### src/design/tdi_out_buf.sv
// Two-entry output buffer that decouples the pipeline from the result channel.
module tdi_out_buf #(
  parameter int DW = 33
) (
  input  logic          clk,
  input  logic          rst_n,
  input  logic          push,
  input  logic [DW-1:0] push_data,
  input  logic          pop,
  output logic          not_empty,
  output logic [DW-1:0] head,
  output logic [1:0]    count
);
  logic [DW-1:0] ent_r [2];
  logic [1:0]    cnt_r;
  logic          rd_r, wr_r;

  always_ff @(posedge clk) begin
    if (!rst_n) begin
      cnt_r <= '0;
      rd_r  <= 1'b0;
      wr_r  <= 1'b0;
    end else begin
      cnt_r <= cnt_r + {1'b0, push} - {1'b0, pop};
      if (push) wr_r <= ~wr_r;
      if (pop)  rd_r <= ~rd_r;
    end
  end

  always_ff @(posedge clk) begin
    if (push) ent_r[wr_r] <= push_data;
  end

  assign not_empty = (cnt_r != 2'd0);
  assign head      = ent_r[rd_r];
  assign count     = cnt_r;

endmodule

### config.mk
export PLATFORM = sky130hd
export DESIGN_NAME = tdi_out_buf
export DESIGN_NICKNAME = d
export VERILOG_FILES = /design/src/design/tdi_out_buf.sv
export SDC_FILE = /design/constraint.sdc
export NUM_CORES = 1
export LEC_CHECK = 0
export BUFFER_PORTS_ARGS = -buffer_cell sky130_fd_sc_hd__buf_4
export CAP_MARGIN = 40
export CORE_MARGIN = 2
export CORE_UTILIZATION = 50
export DETAILED_ROUTE_END_ITERATION = 8
export GPL_ROUTABILITY_DRIVEN = 0
export HOLD_SLACK_MARGIN = 0.03
export PLACE_DENSITY = 0.76
export SYNTH_ARGS = -nofsm -noshare
export SYNTH_HDL_FRONTEND = slang
export SYNTH_SLANG_ARGS = --single-unit
### constraint.sdc
create_clock -name clk -period 3.3 [get_ports clk]
set_input_delay 0.66 -clock clk [delete_from_list [all_inputs] [get_ports clk]]
set_output_delay 0.66 -clock clk [all_outputs]
set_load 0.1 [all_outputs]
==> load_flow_metrics.sql <==
INSERT INTO impl_metrics (metric_group, metric, value, unit) VALUES
('job', 'max_cap_viol_count', '0', ''),
('setup_path', 'path_cells', 'buf_4, mux2_4, buf_4', ''),
('global_route', 'grt_use_met2', '28.8', '%'),
('detailed_routing', 'final_antenna_net_count', '0', ''),
('clocking', 'post-cts-setup-buffer-count', '0', ''),
('sta', 'timing.final.max_slew_violations', '0', ''),
('setup_path', 'regToRegEndpoint', 'ent_r[1][19]', ''),
('yosys', 'syn_area', '0.00276', 'mm^2'),
('global_route', 'first_pass_grt_wire_length', '6840', 'um'),
('power', 'worst_ir_drop_vdd', '0.000429', 'V'),
('yosys', 'post_synth_num_cell_types', '14', ''),
('global_route', 'initial_antenna_violation_count', '0', ''),
('final_layout', 'area_taken_by_multi_input_logic_gates', '606', 'um^2'),
('setup_path', 'worst_setup_path_end_kind', 'primary output', ''),
('sta', 'worst_pin_slew', '489', 'ps'),
('sta', 'rsz0062_at_grt', 'no', ''),
('yosys', 'synth_warnings', '0', ''),
('detailed_routing', 'wire_per_inst', '16.3', 'um'),
('global_route', 'maximum_number_of_pins_on_one_net_before_global_route_repair', '34', ''),
('floorplan', 'boundaryPins', '73', ''),
('sta', 'finalHoldViolCount', '0', ''),
('final_layout', 'nFillCells', '381', ''),
('floorplan', 'design.core.area', '0.00541', 'mm^2'),
('global_route', 'via_count_of_the_first_global_routing_pass', '1421', ''),
('yosys', 'syn-instance-count', '123', ''),
('detailed_routing', 'drt_drc_violations_left', '0', ''),
('clocking', 'cts_sinks', '71', ''),
('place', 'io_buffers', '72', ''),
('power', 'power.density', '664', 'mW/mm^2'),
('floorplan', 'num_rows', '27', ''),
('clocking', 'numCtsBuffers', '9', ''),
('sta', 'max-slew-margin-rel', '67.4', '%'),
('clocking', 'cts.repair.resized', '0', ''),
('detailed_routing', 'vias_per_cell', '4.81', ''),
('yosys', 'synthDominantAreaCellType', 'edfxtp_1', ''),
('sta', 'clock-skew-final', '5.72', 'ps'),
('clocking', 'clock_slew_at_the_register_clock_pins_of_the_worst_setup_and_hold_paths', '70', 'ps'),
('floorplan', 'initial_core_util', '51.0', '%'),
('global_route', 'grt_busiest_layer', 'met2', ''),
('setup_path', 'crit_slowest_cell', 'dfxtp_2', ''),
('global_route', 'grt-ovfl-total', '0', ''),
('detailed_routing', 'route.final.wire_length', '4600', 'um'),
('detailed_routing', 'dr_total_vias', '1360', ''),
('clocking', 'cts.root.buffer_cell', 'clkbuf_8', ''),
('yosys', 'synth_area_leaders', 'edfxtp_1, mux2_4, dfxtp_1', ''),
('setup_path', 'critical_path_peak_fanout', '16', ''),
('setup_path', 'cp_endpoint', 'head[8]', ''),
('setup_path', 'timing.critical_path.arrival', '1840', 'ps'),
('setup_path', 'rr_startpoint', 'wr_r', ''),
('final_layout', 'layout_commonest_cell', 'buf_4', ''),
('sta', 'finalCriticalPeriod', '2500', 'ps'),
('sta', 'setup_viol', '0', ''),
('setup_path', 'cp_slowest_stage_delay', '640', 'ps'),
('final_layout', 'final_cell_mix', 'buf_4, edfxtp_1, mux2_4, clkbuf_8', ''),
('clocking', 'clock_tree.buffer_depth', '2', ''),
('yosys', 'syn-mean-instance-area', '22.4', 'um^2'),
('clocking', 'postCtsHoldBufs', '0', ''),
('final_layout', 'utilization_after_layout', '65.9', '%'),
('floorplan', 'dieWidth', '78.3', 'um'),
('floorplan', 'floorplan.die_area', '0.00613', 'mm^2'),
('outcome', 'status', 'finished, final reports clean', ''),
('detailed_routing', 'drtPass1Iterations', '4', ''),
('yosys', 'mappedNetlistNets', '162', ''),
('clocking', 'cts.htree.levels', '3', ''),
('sta', 'max_freq', '0.399', 'GHz'),
('setup_path', 'worst-r2r-setup-slack', '2000', 'ps'),
('place', 'hpwlAfterDp', '3220', 'um'),
('setup_path', 'setup.worst_path.start_class', 'flip-flop', ''),
('yosys', 'share_of_the_synthesized_area_in_the_top_cell_type', '71.8', '%'),
('setup_path', 'worst_path_most_repeated_cell', 'buf_4', ''),
('global_route', 'use_met3', '5.86', '%');
-- cell type report --
type | count | share of cell area, %
Clock buffer | 12 | 4.08
Timing Repair Buffer | 76 | 16.4
Multi-Input combinational cell | 46 | 17.0
Sequential cell | 71 | 58.5
Tap cell | 72 | 2.53
Clock inverter | 4 | 1.27
Inverter | 2 | 0.211
-- worst min path at each step --
| stage | endpoint | cells after the start | slack (ps) | from |
|---|---|---|---|---|
| 2_1_floorplan | flip-flop | 2 | 550 | rd_r |
| 3_3_place_gp | flip-flop | 2 | 560 | rd_r |
| 3_5_place_dp | flip-flop | 2 | 590 | rd_r |
| 4_1_cts | ent_r[1][6] | 1 | 490 | push_data[6] |
| 5_1_grt | ent_r[0][32] | 1 | 490 | push_data[32] |
| 6_report | ent_r[1][32] | 1 | 510 | push_data[32] |
-- synthesized netlist by cell type --
cell type and number:
buf_12 3, o21a_1 1, edfxtp_1 66, buf_6 1, dfxtp_1 5, mux2_2 3, ha_1 2, or2_2 1
xnor3_1 1, nor2b_1 3, and2_1 4, xor2_1 1, mux2_4 30, inv_1 2
-- sequential cells by signal (all words and copies together) (netlist names), named ones only --
signal / count
count: 2
ent_r: 66
rd_r: 1
wr_r: 1
-- metrics by stage --
stage                     area, um^2  cells  hold slack, ps  total power [W]  worst slack, ps
after floorplan                 2760    123             555          0.00161              690
after global placement          3350    266             560          0.00171             1170
after detailed placement        3370    267             587          0.00173             1130
after CTS                       3560    283             489          0.00239              750
after global routing            3560    283             486          0.00244              698
final                           3560    283             512          0.00236              796
-- critical path, delay by kind of cell (launching register included) --
kind / cells / cell delay, ps
flip-flops: 1 / 640
buffers and inverters: 2 / 550
multiplexers: 1 / 320
-- where the power goes --
part	total (W)	switching, W	internal, W
sequential	0.00107	0.0000276	0.00104
combinational	0.000641	0.000459	0.000182
clock	0.000656	0.000290	0.000366
total	0.00236	0.000776	0.00159
-- routing by layer --
layer	routed length, um	up-vias
met2	2570	46
met1	1700	669
li1	-	641
met5	0	-
met3	284	4
met4	40	0
-- logic make-up after synthesis --
| group | count (synthesis) | share of synthesized area (%) |
|---|---|---|
| AO/OA/AOI/OAI | 1 | 0.272 |
| flip-flops | 71 | 75.5 |
| XOR/XNOR | 2 | 1.13 |
| buffers and inverters | 6 | 2.86 |
| multiplexers | 33 | 17.6 |
| AND/OR/NAND/NOR | 8 | 1.81 |
| adder cells (fa/ha/maj) | 2 | 0.907 |
Power figures use the tool's default switching activity.
