$ cat src/design/tdi_pkg.sv
// Shared constants, types and the length-code table of the time deinterleaver.
package tdi_pkg;

  localparam int CarriersModeOne = 96;
  localparam int LayerSegLimit   = 13;
  localparam int MiStep          = 5;
  localparam int MaxModeShift    = 2;
  localparam int DelayW          = 11;
  localparam int CfgDataW        = 4;

  typedef logic [4:0] ival_t;
  typedef logic [5:0] bound_t;

  typedef enum logic [2:0] {
    REG_MODE       = 3'd0,
    REG_SEGMENTS_A = 3'd1,
    REG_SEGMENTS_B = 3'd2,
    REG_SEGMENTS_C = 3'd3,
    REG_LENGTH_A   = 3'd4,
    REG_LENGTH_B   = 3'd5,
    REG_LENGTH_C   = 3'd6,
    REG_UNUSED     = 3'd7
  } reg_idx_t;

  localparam ival_t LEN_TABLE [3][8] = '{
    '{5'd0, 5'd4, 5'd8, 5'd16, 5'd0, 5'd0, 5'd0, 5'd0},
    '{5'd0, 5'd2, 5'd4, 5'd8,  5'd0, 5'd0, 5'd0, 5'd0},
    '{5'd0, 5'd1, 5'd2, 5'd4,  5'd0, 5'd0, 5'd0, 5'd0}
  };

  // effective setting: mode 1..3, cumulative segment bounds, I per layer
  typedef struct packed {
    logic [1:0] mode;
    bound_t     bound_a;
    bound_t     bound_b;
    bound_t     bound_c;
    ival_t      ival_a;
    ival_t      ival_b;
    ival_t      ival_c;
  } tdi_cfg_t;

  typedef struct packed {
    logic   busy;
    logic   restart;
  } tdi_clr_t;

endpackage

$ cat src/design/tdi_ctrl.sv
// Configuration registers, effective setting and the memory clearing sweep.
module tdi_ctrl #(
  parameter int DELAY_WORDS = 948480,
  parameter int SLOTS       = 4992,
  parameter int CLR_W       = 20
) (
  input  logic                      clk,
  input  logic                      rst_n,
  input  logic                      wr_en,
  input  tdi_pkg::reg_idx_t         wr_idx,
  input  logic [tdi_pkg::CfgDataW-1:0] wr_data,
  output tdi_pkg::tdi_cfg_t         cfg,
  output tdi_pkg::tdi_clr_t         clr,
  output logic [CLR_W-1:0]          clr_addr
);
  import tdi_pkg::*;

  localparam int ClrLen = (DELAY_WORDS > SLOTS) ? DELAY_WORDS : SLOTS;

  logic [1:0] mode_r, mode_nxt;
  logic [3:0] seg_r [3];
  logic [3:0] seg_nxt [3];
  logic [2:0] len_r [3];
  logic [2:0] len_nxt [3];
  logic              busy_r;
  logic [CLR_W-1:0]  clr_addr_r;
  tdi_cfg_t          eff_nxt;

  function automatic tdi_cfg_t eff_of(logic [1:0] m_in, logic [3:0] sa, logic [3:0] sb,
                                      logic [3:0] sc, logic [2:0] la, logic [2:0] lb,
                                      logic [2:0] lc);
    tdi_cfg_t   e;
    logic [1:0] m;
    logic [3:0] a, b, c;
    m = (m_in == 2'd0) ? 2'd1 : m_in;
    a = (sa > 4'(LayerSegLimit)) ? 4'd0 : sa;
    b = (sb > 4'(LayerSegLimit)) ? 4'd0 : sb;
    c = (sc > 4'(LayerSegLimit)) ? 4'd0 : sc;
    e.mode    = m;
    e.bound_a = {2'b00, a};
    e.bound_b = {2'b00, a} + {2'b00, b};
    e.bound_c = {2'b00, a} + {2'b00, b} + {2'b00, c};
    e.ival_a  = LEN_TABLE[m - 2'd1][la];
    e.ival_b  = LEN_TABLE[m - 2'd1][lb];
    e.ival_c  = LEN_TABLE[m - 2'd1][lc];
    return e;
  endfunction

  always_comb begin
    mode_nxt = mode_r;
    seg_nxt  = seg_r;
    len_nxt  = len_r;
    if (wr_en) begin
      unique case (wr_idx)
        REG_MODE:       mode_nxt   = wr_data[1:0];
        REG_SEGMENTS_A: seg_nxt[0] = wr_data;
        REG_SEGMENTS_B: seg_nxt[1] = wr_data;
        REG_SEGMENTS_C: seg_nxt[2] = wr_data;
        REG_LENGTH_A:   len_nxt[0] = wr_data[2:0];
        REG_LENGTH_B:   len_nxt[1] = wr_data[2:0];
        REG_LENGTH_C:   len_nxt[2] = wr_data[2:0];
        default: ;
      endcase
    end
  end

  assign cfg     = eff_of(mode_r, seg_r[0], seg_r[1], seg_r[2], len_r[0], len_r[1], len_r[2]);
  assign eff_nxt = eff_of(mode_nxt, seg_nxt[0], seg_nxt[1], seg_nxt[2],
                          len_nxt[0], len_nxt[1], len_nxt[2]);

  always_ff @(posedge clk) begin
    if (!rst_n) begin
      mode_r     <= 2'd1;
      seg_r      <= '{4'd13, 4'd0, 4'd0};
      len_r      <= '{3'd0, 3'd0, 3'd0};
      busy_r     <= 1'b1;
      clr_addr_r <= '0;
    end else begin
      mode_r <= mode_nxt;
      seg_r  <= seg_nxt;
      len_r  <= len_nxt;
      if (eff_nxt != cfg) begin
        busy_r     <= 1'b1;
        clr_addr_r <= '0;
      end else if (busy_r) begin
        if (clr_addr_r == CLR_W'(ClrLen - 1)) begin
          busy_r <= 1'b0;
        end
        clr_addr_r <= clr_addr_r + 1'b1;
      end
    end
  end

  assign clr.busy    = busy_r;
  assign clr.restart = busy_r || (eff_nxt != cfg);
  assign clr_addr    = clr_addr_r;

endmodule

$ cat config.mk
export PLATFORM = sky130hd
export DESIGN_NAME = tdi_ctrl
export DESIGN_NICKNAME = d
export VERILOG_FILES = /design/src/design/tdi_pkg.sv /design/src/design/tdi_ctrl.sv
export SDC_FILE = /design/constraint.sdc
export NUM_CORES = 1
export LEC_CHECK = 0
export BUFFER_PORTS_ARGS = -buffer_cell sky130_fd_sc_hd__buf_2
export CORE_UTILIZATION = 50
export DETAILED_ROUTE_END_ITERATION = 10
export GPL_TIMING_DRIVEN = 1
export PLACE_DENSITY = 0.75
export SKIP_LAST_GASP = 1
export SYNTH_ARGS = -nofsm -noshare
export SYNTH_HDL_FRONTEND = slang
export SYNTH_SLANG_ARGS = --single-unit
$ cat constraint.sdc
create_clock -name clk -period 8.26 [get_ports clk]
set_input_delay 1.652 -clock clk [delete_from_list [all_inputs] [get_ports clk]]
set_output_delay 1.652 -clock clk [all_outputs]
set_load 0.05 [all_outputs]
==> reports/qor.txt <==
Outcome = completed
Gr usage total = 0.261
Hold buffers post-CTS = 0
Reg2reg setup slack = 3.23 ns
Clock root buffer = clkbuf_8
DRC = 0
Worst hold endpoint = seg_r[0]
Vias/cell = 5.96
1st-iter DRT viols = 339
Worst hold path class = register to register
Synthesized instance count = 542
Critical Path AT = 6.47 ns
Total CTS buffers = 5
Setup bufs post-CTS = 0
Initial Utilization = 0.516
Final setup violation count = 0
Pins over their slew limit = 0
P_leak = 2.16 nW
Grt total ovfl = 0
Vias in the first global route = 3,734
Tmin final = 8.12 ns
Most frequent cells in the layout = nand2_1 (65), buf_2 (62), dfxtp_1 (44), mux2i_1 (33), xnor2_1 (33)
CP Launch Type = input pin
Rows = 33
Async SR Flop Fraction = 0
Layout cell share with drive strength beyond 1 = 0.187
Hold Crit Start = seg_r[0]
PortBufs = 63
Relative slew slack = 0.343
Fillers = 750
Period utilization = 0.983
First-pass GRT wire length = 18.3 mm
Mapped Avg Cell Area = 7.78 µm²
Worst-Margin Slew = 0.985 ns
Worst Skew = 0.0124 ns
MaxCap Viol Count = 0
Cell Pwr Density = 114 nW/µm²
Core ar. = 8180 µm²
Hold Crit Depth = 2
Final WL = 11.5 mm
Fraction of the yosys area taken by sequential cells = 0.209
Most used flip-flop cell after synthesis = dfxtp_1
Reg2reg start = seg_r[11]
Placed cells = 692
DR vias = 4,169
Gpl congestion = 0.907
Clock tree buffer depth = 2
H-tree levels = 2
Most common cell after layout, fill and taps aside = nand2_1
Initial antenna violation count = 0
Die area = 8800 µm²
Layout area overhead = 13.5%
RSZ-0062 raised after global routing = false
Top cells by area, synth = dfxtp_1 (21%), mux2i_1 (7.8%), xnor2_1 (7.3%)
Share of the synthesized area in the top cell type = 0.209
CP Capture Type = output pin
Total Power = 0.546 mW
Final Hold Fails = 0
Clock-pin slew on the worst setup and hold paths = 0.10 ns
Top cell type by total area after synthesis = dfxtp_1
I/O pin count = 67
Final nets = 626
Netlist cell types = 66
Largest net degree at the start of global routing = 45
Worst-path fanout max = 6
DRT antenna net count = 0
WP data required = 6.61 ns
TritonRoute pass-1 iters = 5
Fmax = 123 MHz
Skew-Pair Late Insertion Delay = 0.31 ns
R2R depth = 16
Ant diodes = 0
Width of the die = 93.8 µm
TritonCTS clock tree = done
Critical path class = input pin to output pin
Post-Synthesis Cell Area = 4220 µm²
RR Endpoint = busy_r
Number of synthesized flops with an enable pin = 0
Peak supply drop = 0.0000991 V
HPWL Detailed = 8.65 mm
Clock sink count = 44
Post-synthesis register bit count = 44
WL/cell = 16.4 µm
Fin cells = 700
Die H = 93.8 µm
Synth Warn # = 0
report_power, final:
part	internal, mW	total (mW)	switching (mW)	leakage (nW)
clock network	0.0991	0.181	0.0815	0.0614
registers	0.215	0.220	0.00511	0.355
logic	0.0549	0.146	0.0910	1.74
total	0.369	0.546	0.178	2.16
area by class of cell:
cell class,instances,area [µm²],area share
well taps,105,131,0.0275
inverters,21,78.8,0.0165
clock inverters,2,38.8,0.00810
clock buffers,6,82.6,0.0173
flip-flops and latches,44,881,0.184
multi-input cells,442,3130,0.654
repair buffers,80,445,0.0931
Yosys cell counts, types with 7 or more instances:
master and n:
nand2_1 65, dfxtp_1 44, xnor2_1 35, mux2i_1 33, nor2_1 27, nor2b_1 27
nor3_1 27, inv_1 21, clkbuf_1 20, ha_1 18, o21ai_0 18, nand3_1 16
nand2b_1 15, xor2_1 13, a21oi_1 12, nand4_1 11, a21boi_0 10, nand3b_1 10
a21o_1 7, buf_2 7
stage by stage:
stage,TNS [ns],cell area [µm²],hold WS (ns),utilization,worst slack (ns)
floorplan,0,4220,0.480,-,0.0298
global placement,0,4620,0.507,0.565,0.0168
detailed placement,-0.0567,4620,0.514,0.565,-0.0567
CTS,0,4740,0.532,0.580,0.0125
global route,0,4790,0.562,0.585,0.0152
finish,0,4790,0.532,0.585,0.141
sequential cells by signal (all words and copies together) (netlist names):
| name | count |
|---|---|
| busy_r | 1 |
| len_r | 9 |
| seg_r | 12 |
| mode_r | 2 |
| clr_addr | 20 |
worst max-delay path by stage:
| stage | slack, ns | startpoint | cells past startpoint | end |
|---|---|---|---|---|
| after detailed placement | -0.06 | wr_idx[2] | 19 | clr[0] |
| after floorplan | 0.03 | wr_idx[0] | 19 | clr[0] |
| after global routing | 0.02 | wr_idx[2] | 19 | clr[0] |
| final | 0.14 | wr_idx[2] | 19 | clr[0] |
| after global placement | 0.02 | wr_idx[2] | 19 | clr[0] |
| after CTS | 0.01 | wr_idx[2] | 19 | clr[0] |
logic make-up after synthesis:
family / after synthesis / share of synthesized area
XOR/XNOR: 48 / 0.0997
buffers and inverters: 58 / 0.0611
other: 1 / 0.000890
AND/OR/NAND/NOR: 246 / 0.325
adder cells (fa/ha/maj): 22 / 0.0724
flip-flops: 44 / 0.209
multiplexers: 38 / 0.0926
AO/OA/AOI/OAI: 85 / 0.139
layer usage:
metal  up-vias  share of wire  GRT usage
met5         -              0          0
met2       162           0.47      0.443
met3        26          0.064     0.0348
met4         0          0.022     0.0769
li1       1998              -          -
met1      1983           0.44      0.343
worst max-delay path, cell delays in order:
cell and delay (ns):
buf_2 0.11, or4bb_4 0.59, buf_4 0.17, mux2i_1 0.13, nor2_1 0.11, ha_1 0.18, inv_1 0.06, fa_2 0.55
inv_1 0.08, ha_1 0.26, and3_1 0.20, o21a_1 0.21, or4_1 0.48, a32o_1 0.25, nor4_4 0.14, nand4_1 0.12
or4_4 0.59, or3_1 0.37, buf_4 0.20
timing repair:
| item | in CTS | in global routing |
|---|---|---|
| setup endpoints to repair | 1 | 1 |
| gates resized for setup | 1 | 9 |
| pin swaps | 0 | 2 |
Power figures use the tool's default switching activity.
