--- src/design/tdi_pkg.sv ---
// Shared constants, types and the length-code table of the time deinterleaver.
package tdi_pkg;

  localparam int CarriersModeOne = 96;
  localparam int LayerSegLimit   = 13;
  localparam int MiStep          = 5;
  localparam int MaxModeShift    = 2;
  localparam int DelayW          = 11;
  localparam int CfgDataW        = 4;

  typedef logic [4:0] ival_t;
  typedef logic [5:0] bound_t;

  typedef enum logic [2:0] {
    REG_MODE       = 3'd0,
    REG_SEGMENTS_A = 3'd1,
    REG_SEGMENTS_B = 3'd2,
    REG_SEGMENTS_C = 3'd3,
    REG_LENGTH_A   = 3'd4,
    REG_LENGTH_B   = 3'd5,
    REG_LENGTH_C   = 3'd6,
    REG_UNUSED     = 3'd7
  } reg_idx_t;

  localparam ival_t LEN_TABLE [3][8] = '{
    '{5'd0, 5'd4, 5'd8, 5'd16, 5'd0, 5'd0, 5'd0, 5'd0},
    '{5'd0, 5'd2, 5'd4, 5'd8,  5'd0, 5'd0, 5'd0, 5'd0},
    '{5'd0, 5'd1, 5'd2, 5'd4,  5'd0, 5'd0, 5'd0, 5'd0}
  };

  // effective setting: mode 1..3, cumulative segment bounds, I per layer
  typedef struct packed {
    logic [1:0] mode;
    bound_t     bound_a;
    bound_t     bound_b;
    bound_t     bound_c;
    ival_t      ival_a;
    ival_t      ival_b;
    ival_t      ival_c;
  } tdi_cfg_t;

  typedef struct packed {
    logic   busy;
    logic   restart;
  } tdi_clr_t;

endpackage

--- src/design/tdi_front.sv ---
// Carrier counters: per-item line index, delay and line base address.
module tdi_front #(
  parameter int SEGMENT_COUNT = 13,
  parameter int DELAY_WORDS   = 948480,
  parameter int IDX_W         = 13,
  parameter int BASE_W        = 20
) (
  input  logic                    clk,
  input  logic                    rst_n,
  input  tdi_pkg::tdi_cfg_t       cfg,
  input  tdi_pkg::tdi_clr_t       clr,
  input  logic                    accept,
  output logic [IDX_W-1:0]        idx,
  output logic [tdi_pkg::DelayW-1:0] delay,
  output logic [BASE_W-1:0]       base,
  output logic                    use_line,
  output logic                    last
);
  import tdi_pkg::*;

  localparam int KW  = 9;
  localparam int SW  = (SEGMENT_COUNT > 1) ? $clog2(SEGMENT_COUNT) : 1;
  localparam int CW  = ((BASE_W > DelayW) ? BASE_W : DelayW) + 1;

  logic [IDX_W-1:0] idx_r;
  logic [KW-1:0]    k_r;
  logic [6:0]       mi_r, mi_step;
  logic [SW-1:0]    seg_r;
  logic [BASE_W-1:0] base_r;
  logic [KW-1:0]    k_last;
  ival_t            ival;
  logic [CW-1:0]    room;
  logic [11:0]      prod;

  assign k_last  = KW'((CarriersModeOne << (cfg.mode - 2'd1)) - 1);
  assign mi_step = (mi_r + 7'(MiStep) >= 7'(CarriersModeOne)) ?
                   mi_r + 7'(MiStep) - 7'(CarriersModeOne) : mi_r + 7'(MiStep);

  always_comb begin
    if (6'(seg_r) < cfg.bound_a)      ival = cfg.ival_a;
    else if (6'(seg_r) < cfg.bound_b) ival = cfg.ival_b;
    else if (6'(seg_r) < cfg.bound_c) ival = cfg.ival_c;
    else                              ival = '0;
  end

  assign prod     = 12'(ival) * 12'(7'(CarriersModeOne - 1) - mi_r);
  assign delay    = prod[DelayW-1:0];
  assign room     = CW'(DELAY_WORDS) - CW'(base_r);
  assign use_line = (delay != '0) && (CW'(delay) <= room);
  assign last     = (seg_r == SW'(SEGMENT_COUNT - 1)) && (k_r == k_last);
  assign idx      = idx_r;
  assign base     = base_r;

  always_ff @(posedge clk) begin
    if (!rst_n || clr.restart) begin
      idx_r  <= '0;
      k_r    <= '0;
      mi_r   <= '0;
      seg_r  <= '0;
      base_r <= '0;
    end else if (accept) begin
      if (last) begin
        idx_r  <= '0;
        k_r    <= '0;
        mi_r   <= '0;
        seg_r  <= '0;
        base_r <= '0;
      end else begin
        idx_r  <= idx_r + 1'b1;
        base_r <= use_line ? BASE_W'(CW'(base_r) + CW'(delay)) : base_r;
        if (k_r == k_last) begin
          k_r   <= '0;
          mi_r  <= '0;
          seg_r <= seg_r + 1'b1;
        end else begin
          k_r  <= k_r + 1'b1;
          mi_r <= mi_step;
        end
      end
    end
  end

endmodule

--- config.mk ---
export PLATFORM = sky130hd
export DESIGN_NAME = tdi_front
export DESIGN_NICKNAME = d
export VERILOG_FILES = /design/src/design/tdi_pkg.sv /design/src/design/tdi_front.sv
export SDC_FILE = /design/constraint.sdc
export NUM_CORES = 1
export LEC_CHECK = 0
export ABC_AREA = 0
export BUFFER_PORTS_ARGS = -buffer_cell sky130_fd_sc_hd__buf_2
export CAP_MARGIN = 30
export CORE_MARGIN = 5
export CORE_UTILIZATION = 40
export DETAILED_ROUTE_END_ITERATION = 6
export HOLD_SLACK_MARGIN = 0.03
export PLACE_DENSITY = 0.7
export SYNTH_ARGS = -nofsm -noshare
export SYNTH_HDL_FRONTEND = slang
export SYNTH_SLANG_ARGS = --single-unit
--- constraint.sdc ---
create_clock -name clk -period 16 [get_ports clk]
set_input_delay 2.4 -clock clk [delete_from_list [all_inputs] [get_ports clk]]
set_output_delay 2.4 -clock clk [all_outputs]
set_load 0.05 [all_outputs]
==> flow_summary.ini, run 1 <==
[logic_synthesis]
synth_ff_type = dfxtp_1
synth_area_sq_um = 5260
ys_types = 76
synth.yosys.seq_area_share_pct = 20.2
yosys_register_bits = 53
synthArstFlopShare_pct = 0
yosysTopAreaCell = dfxtp_1
synth_edf_count = 0
yosysTopAreaCellShare_pct = 20.2
synthCells = 664
ys_warn_count = 0
syn-num-nets = 781
synthTopCellsByArea = dfxtp_1 (20%), ha_1 (13%), fa_1 (8.0%)
avgSynthCellArea_sq_um = 7.92

[drt]
routed_wl_microns = 12900
wire_per_inst_microns = 14.1
vias = 4842
dr.pass1.iters = 4
route.antenna.remaining_nets = 0
drtIter0Drc = 214
top_layer = met5
wl_met3_microns = 396
drc_errors = 0
wl_met1_microns = 6340
dr_wl_met2_microns = 6080
vias_per_cell = 5.29

[clocking]
path_clk_slew_ns = 0.07
cts-root-buf = clkbuf_16
cts_resized = 0
htreeDepth = 2
clk_latency_ns = 0.29
cts_hold_buf = 0
clock-sinks = 53
cts_max_path_buffers = 2
post_cts_buffers = 0
cts_buffers = 5
cts_tree = built

[sta]
worstMarginPinSlew_ns = 0.653
tns_ns = 0
fmaxAchievable_mhz = 84.5
hold_violations = 0
fin_skew_ns = 0.00368
fin_crit_sh_pct = 73.9
hold_ws_ns = 0.492
maxSlewViolCount = 0
timing.final.crit_period_ns = 11.83
relSlewSlack_pct = 56.2
rsz0062_at_grt = no
setup_violations = 0

[floorplan]
die-area_sq_um = 15500
io_pins = 86
fp-row-count = 41
start_util_pct = 41.2
fp.dieH_microns = 125
die_x_microns = 125
coreArea_sq_um = 12800

[flow_run]
maxCapViolCount = 0

[worst_setup_path]
critPathTopFamily = adder cells
startpoint_type = input port
critPathMaxFanout = 8
worst-path-buf-inv = 5
crit_type = in -> out
max_stage_delay_ns = 0.56
cp-end-kind = output pin
r2r_slack_ns = 7.95
crit_required_ns = 13.60
crit_arrival_ns = 9.43
worst_path_max_delay_cell = o31ai_2

[cells_and_area]
area.growth.synth_to_final_pct = 14.5
drive_above_1_share_pct = 15.6
finalNetCount = 859
diodes = 0

[power]
power_frac_seq_pct = 18.4
internal-power_mw = 0.412
swShare_pct = 49.6
p_per_area_nw_per_um2 = 136
ir_worst_vdd_mv = 0.104
combinationalPowerShare_pct = 66.2
clock_power_share_pct = 15.4
netSwitchingPower_mw = 0.405
power_leakage_nw = 2.76

[placement]
hpwl_microns = 10400
gp_congestion = 0.854
port-buffer-count = 84

[grt]
first_global_vias = 4543
grt_pass1_wl_microns = 21800
grt_use_total_pct = 16.4
grt_max_degree = 24
grt_overflow_total = 0
grt_antenna_before_repair = 1

[worst_hold_path]
hp-class = reg -> reg

[outcome]
run_status = completed
sequential cells by signal (all words and copies together) (netlist names):
| signal | cells |
|---|---|
| seg_r | 4 |
| mi_r | 7 |
| k_r | 9 |
| idx | 13 |
| base | 20 |
power groups by stage:
stage | Clock [mW] | Sequential [mW] | Combinational, mW
floorplan | 0 | 0.170 | 0.413
global placement | 0 | 0.154 | 0.534
detailed placement | 0 | 0.154 | 0.539
CTS | 0.129 | 0.150 | 0.544
global route | 0.136 | 0.152 | 0.593
finish | 0.126 | 0.150 | 0.541
final timing paths:
path	from	to	depth (start not counted)
worst max-delay path	cfg[28]	use_line	27
worst min-delay path	k_r[1]	k_r[1]	2
worst max register to register	seg_r[1]	base[13]	27
worst min register to register	k_r[1]	k_r[1]	2
logic make-up after synthesis:
| logic type | synth area share, % |
|---|---|
| buf+inv | 5.95 |
| mux | 0.381 |
| fa+ha+maj | 21.5 |
| compound gates | 17.2 |
| xor+xnor | 8.64 |
| simple gates | 26.2 |
| flops | 20.2 |
synth_stat cells (all sizes together), types with 5 or more instances:
cell type and n:
xnor2 24, o2111ai 7, o21a 6, nand4 9, o21ai 29, a21oi 28, o31ai 5, a211oi 7
nand3 26, nor2 81, fa 21, nor3 13, nand2b 11, o211ai 5, xor2 27, and2 11
nand2 68, a21o 5, and3 8, inv 64, nor2b 18, or2 6, clkbuf 13, dfxtp 53
ha 56
metrics by stage:
step / worst slack (ns) / total power, mW / std cells / instance area [sq um] / utilization, %
2_1_floorplan: 4.06 / 0.583 / 664 / 5260 / -
3_3_place_gp: 4.20 / 0.688 / 905 / 5830 / 45.6
3_5_place_dp: 4.23 / 0.692 / 907 / 5850 / 45.8
4_1_cts: 4.18 / 0.823 / 915 / 6020 / 47.1
5_1_grt: 3.62 / 0.881 / 915 / 6020 / 47.1
6_report: 4.17 / 0.817 / 915 / 6020 / 47.1
layout by cell type, fill, tap and decap left out, drive strengths merged, types with 7 or more instances in the layout:
master,netlist,final
buf,3,87
nor2,81,81
nand2,68,68
inv,64,64
ha,56,56
dfxtp,53,53
o21ai,29,29
a21oi,28,28
xor2,27,27
nand3,26,26
xnor2,24,24
fa,21,21
nor2b,18,18
nor3,13,13
nand2b,11,11
and2,11,11
nand4,9,9
and3,8,8
o2111ai,7,7
a211oi,7,7
routing by layer:
layer | global-route usage [%] | vias up
li1 | - | 2444
met1 | 22.6 | 2296
met2 | 27.3 | 87
met3 | 2.40 | 13
met4 | 3.55 | 2
met5 | 0 | -
worst register-to-register path, cell delays in order (launching register included):
cell	delay, ns
dfxtp_1	0.46
ha_1	0.28
o21ai_0	0.16
a31oi_1	0.09
o31ai_2	0.56
a221oi_1	0.12
nor2_1	0.45
nor2b_1	0.25
fa_1	0.43
inv_1	0.08
fa_1	0.45
fa_1	0.55
inv_1	0.04
ha_1	0.35
a211oi_2	0.27
nor2_1	0.09
xor2_1	0.38
ha_1	0.36
a2111o_1	0.45
o31a_1	0.29
maj3_1	0.35
a21oi_1	0.18
o21a_1	0.16
o31ai_2	0.08
a211oi_4	0.50
buf_8	0.24
nor2_1	0.07
a311o_1	0.26
cell type report:
| class | count | area (sq um) |
|---|---|---|
| sequential | 53 | 1060 |
| multi-input combinational | 531 | 3880 |
| clock inverter | 2 | 38.8 |
| fill | 1296 | 6760 |
| inverter | 64 | 240 |
| clock buffer | 6 | 129 |
| timing repair buffer | 87 | 450 |
| tap | 172 | 215 |
(Power assumes the default switching activity.)
==> run 2, diff against run 1 <==
ABC_AREA = 1   (was 0)
PLACE_DENSITY = 0.72   (was 0.7)
clock period = 10.3 ns   (was 16 ns; I/O delays follow)
==> flow_summary.ini, run 2 <==
[cells_and_area]
final_cell_mix = nand2_1 (153), inv_1 (140), nor2_1 (100), buf_2 (84), nand3_1 (71)
area.growth.synth_to_final_pct = 13.7
drive_above_1_share_pct = 14.7
diodes = 0
finalNetCount = 1008
largest_register_ffs = 20
layout.cells.most_common = nand2_1
finish.instance_area_sq_um = 6190

[logic_synthesis]
synth_area_sq_um = 5440
synthAdderAreaFrac_pct = 20.6
synthMuxAreaShare_pct = 0
synthTopCellsByArea = dfxtp_1 (19%), ha_1 (13%), nand2_1 (11%)
synth.yosys.seq_area_share_pct = 19.5
synth_xor_area_share_pct = 6.25
yosysTopAreaCell = dfxtp_1
synthArstFlopShare_pct = 0
ys_warn_count = 0
ys_types = 50
synth-simple-area-share_pct = 32.0
synth.most_common_cell = nand2_1
syn-num-nets = 928
synth_ff_type = dfxtp_1
yosys_register_bits = 53
synthCells = 811
synth_edf_count = 0
synth_compound_area_share_pct = 10.0
synthTopCellsByCount = nand2_1 (153), inv_1 (140), nor2_1 (100)
avgSynthCellArea_sq_um = 6.71
yosysTopAreaCellShare_pct = 19.5
synth_top_family_by_area = simple AND/OR/NAND/NOR gates

[floorplan]
io_pins = 86
die_x_microns = 127
coreArea_sq_um = 13300
fp-row-count = 42
die-area_sq_um = 16000
start_util_pct = 40.9
fp.dieH_microns = 127

[sta]
hold_violations = 0
setup_violations = 0
worst_slack_ns = 1.36
fmaxAchievable_mhz = 112
maxSlewViolCount = 0
fin_skew_ns = 0.0107
fin_crit_sh_pct = 86.8
worstMarginPinSlew_ns = 0.776
timing.final.crit_period_ns = 8.94
relSlewSlack_pct = 48.0
hold_ws_ns = 0.489
tns_ns = 0
rsz0062_at_grt = no

[worst_setup_path]
cp-endpoint = use_line
worst_path_max_delay_cell = o21ai_0
startpoint = cfg[30]
cp-end-kind = output pin
critPathMaxFanout = 10
crit_type = in -> out
r2r-start = seg_r[3]
max_stage_delay_ns = 0.58
crit_top_cell = nand2_1
crit_arrival_ns = 7.39
r2r_slack_ns = 3.66
crit_required_ns = 8.76
r2r_end = base[16]
ff2ff_path_depth = 33
startpoint_type = input port

[clocking]
cts-root-buf = clkbuf_16
cts_max_path_buffers = 2
cts_tree = built
post_cts_buffers = 0
path_clk_slew_ns = 0.07
cts_hold_buf = 0
htreeDepth = 2
cts_buffers = 5
clk_latency_ns = 0.29
clock-sinks = 53
cts_resized = 0

[placement]
port-buffer-count = 84
gp_congestion = 0.857
pre_cts_slack_ns = 1.37
placed_area_sq_um = 6040
hpwl_microns = 10300

[power]
power_leakage_nw = 3.12
ir_worst_vdd_mv = 0.0857
p_per_area_nw_per_um2 = 195
totalPowerFinal_mw = 1.20

[drt]
vias_per_cell = 4.82
dr.pass1.iters = 5
wire_per_inst_microns = 12.0
drc_errors = 0
route.antenna.remaining_nets = 0
routed_wl_microns = 12800
drtIter0Drc = 350
vias = 5146

[worst_hold_path]
hp-class = reg -> reg
holdCritStartpoint = k_r[1]

[outcome]
run_status = completed

[grt]
grt_max_degree = 28
grt_overflow_total = 0
first_global_vias = 4921
grt_pass1_wl_microns = 22400
grt_use_total_pct = 16.0
grt_antenna_before_repair = 0

[flow_run]
maxCapViolCount = 0
[run 2: cell types whose count changed after synthesis, sizes merged, moves of 6 or more]
cell	change
inv	+80
and3	-8
xnor2	-14
nand3	+48
nand2	+94
nor2b	-18
clkbuf	-6
a21oi	+21
and2	-10
nor2	+22
o2111ai	-7
nand2b	-11
[run 2: cell families (layout without fill, tap and decap cells)]
logic type	Yosys count	in the layout
AO/OA/AOI/OAI	95	95
XOR/XNOR	38	38
adder cells (fa/ha/maj)	77	77
buffers and inverters	162	243
flip-flops	53	53
AND/OR/NAND/NOR	386	386
[run 2: layer usage]
layer  vias to the layer above  part of all wire (%)  global-route usage, %
li1                       2742                     -                      -
met1                      2332                    48                   21.9
met2                        66                    47                   27.2
met3                         6                   4.6                   2.98
met4                         0                  0.54                   1.96
met5                         -                     0                      0
[run 2: where the power goes]
part           total (mW)  internal (mW)  switching [mW]
sequential          0.229          0.213          0.0152
clock               0.171         0.0915          0.0792
combinational       0.805          0.268           0.537
[run 2: worst min-delay path by stage]
| stage | to | cells after the start |
|---|---|---|
| final | k_r[1] | 2 |
| after CTS | k_r[1] | 2 |
| after floorplan | k_r[1] | 2 |
| after detailed placement | k_r[1] | 2 |
| after global routing | idx[9] | 2 |
| after global placement | idx[9] | 2 |
[run 2: area by class of cell]
cell class / count / area (sq um)
fill: 1383 / 7100
multi-input combinational: 596 / 3750
sequential: 53 / 1060
inverter: 147 / 552
timing repair buffer: 88 / 458
tap: 176 / 220
clock buffer: 5 / 125
clock inverter: 3 / 25.0
[run 2: critical path, delay by kind of cell]
kind	cells	cell delay, ns
adder cells (fa/ha/maj)	6	2.48
buffers and inverters	7	0.59
AO/OA/AOI/OAI	3	0.92
AND/OR/NAND/NOR	15	1.83
[run 2: metrics by stage]
step / instances / util [%]
2_1_floorplan: 811 / -
3_3_place_gp: 1059 / 45.3
3_5_place_dp: 1060 / 45.4
4_1_cts: 1068 / 46.6
5_1_grt: 1068 / 46.6
6_report: 1068 / 46.6
==> run 3, diff against run 2 <==
ABC_CLOCK_PERIOD_IN_PS = 10300   (was default)
PLACE_DENSITY = default   (was 0.72)
==> flow_summary.ini, run 3 (synthesis gave the netlist of run 2 again) <==
[clocking]
cts-root-buf = clkbuf_16
clk_latency_ns = 0.30
post_cts_buffers = 0
cts_resized = 0
htreeDepth = 2
path_clk_slew_ns = 0.08
cts_tree = built
cts_hold_buf = 0
cts_buffers = 5
clock-sinks = 53
cts_max_path_buffers = 2

[flow_run]
maxCapViolCount = 0

[cells_and_area]
diodes = 0
final_cell_mix = nand2_1 (153), inv_1 (140), nor2_1 (100), buf_2 (84), nand3_1 (71)
drive_above_1_share_pct = 14.7
area.growth.synth_to_final_pct = 13.6
largest_register_ffs = 20
finalNetCount = 1008
layout.cells.most_common = nand2_1
stdcell_count = 1068
finish.instance_area_sq_um = 6180

[sta]
timing.final.crit_period_ns = 8.96
setup_violations = 0
relSlewSlack_pct = 46.2
worstMarginPinSlew_ns = 0.802
fin_skew_ns = 0.00942
worst_slack_ns = 1.34
hold_violations = 0
fin_crit_sh_pct = 87.0
tns_ns = 0
fmaxAchievable_mhz = 112
maxSlewViolCount = 0
rsz0062_at_grt = no

[floorplan]
die_x_microns = 127
start_util_pct = 40.9
io_pins = 86
fp.dieH_microns = 127
die-area_sq_um = 16000
coreArea_sq_um = 13300
fp-row-count = 42

[worst_setup_path]
ff2ff_path_depth = 33
startpoint = cfg[30]
max_stage_delay_ns = 0.60
worst_path_max_delay_cell = o21ai_0
cp-endpoint = use_line
startpoint_type = input port
r2r-start = seg_r[3]
crit_required_ns = 8.76
r2r_end = base[16]
crit_arrival_ns = 7.42
crit_type = in -> out
cp-end-kind = output pin
critPathMaxFanout = 10
r2r_slack_ns = 3.58
crit_top_cell = nand2_1

[drt]
routed_wl_microns = 13200
route.antenna.remaining_nets = 0
wl_met1_microns = 6670
top_layer = met4
vias = 5122
drtIter0Drc = 278
dr.pass1.iters = 5
wire_per_inst_microns = 12.4
drc_errors = 0
vias_per_cell = 4.80
wl_met3_microns = 548
dr_wl_met2_microns = 5900

[grt]
grt_pass1_wl_microns = 22600
first_global_vias = 4752
grt_max_degree = 28
grt_antenna_before_repair = 0
grt_use_total_pct = 16.5
grt_overflow_total = 0

[placement]
port-buffer-count = 84
hpwl_microns = 10500
pre_cts_slack_ns = 1.29
dpl.cell_count = 1060
gp_congestion = 0.845
placed_area_sq_um = 6030

[worst_hold_path]
hp-class = reg -> reg
holdCritStartpoint = idx[9]

[power]
p_per_area_nw_per_um2 = 195
power_leakage_nw = 3.11
ir_worst_vdd_mv = 0.0893
totalPowerFinal_mw = 1.21

[outcome]
run_status = completed
## run 3: worst max-delay path, delay by kind of cell
kind	cells	cell delay, ns
and+or+nand+nor	15	1.63
AOI/OAI and AO/OA	2	0.80
adders and majority gates	6	2.52
xor gates and xnor gates	1	0.23
buffers and inverters	8	0.68
## run 3: final cells by class
class / instances / area [sq um]
well taps: 176 / 220
fillers: 1416 / 7110
clock buffers: 5 / 125
multi-input cells: 596 / 3750
repair buffers: 88 / 450
flip-flops and latches: 53 / 1060
clock inverters: 3 / 25.0
inverters: 147 / 552
## run 3: how the worst min path moves through the flow
stage	endpoint	slack, ns	depth (start not counted)
2_1_floorplan	k_r[1]	0.46	2
3_3_place_gp	idx[9]	0.48	2
3_5_place_dp	idx[9]	0.48	2
4_1_cts	idx[9]	0.49	2
5_1_grt	mi_r[6]	0.54	2
6_report	idx[9]	0.49	2
## run 3: stage by stage
stage,hold slack (ns),util [%]
3_5_place_dp,0.479,45.4
5_1_grt,0.540,46.5
6_report,0.491,46.5
2_1_floorplan,0.462,-
3_3_place_gp,0.475,45.4
4_1_cts,0.491,46.5
## run 3: metal layers
layer,global-route usage [%],up-vias
met3,2.23,6
met4,2.21,0
met2,26.8,102
met1,23.8,2270
li1,-,2744
met5,0,-
## run 3: where the power goes
group	internal, mW	switching, mW	leakage (nW)	total (mW)
registers	0.213	0.0151	0.429	0.229
clock network	0.0921	0.0822	0.0708	0.174
logic	0.268	0.537	2.61	0.805
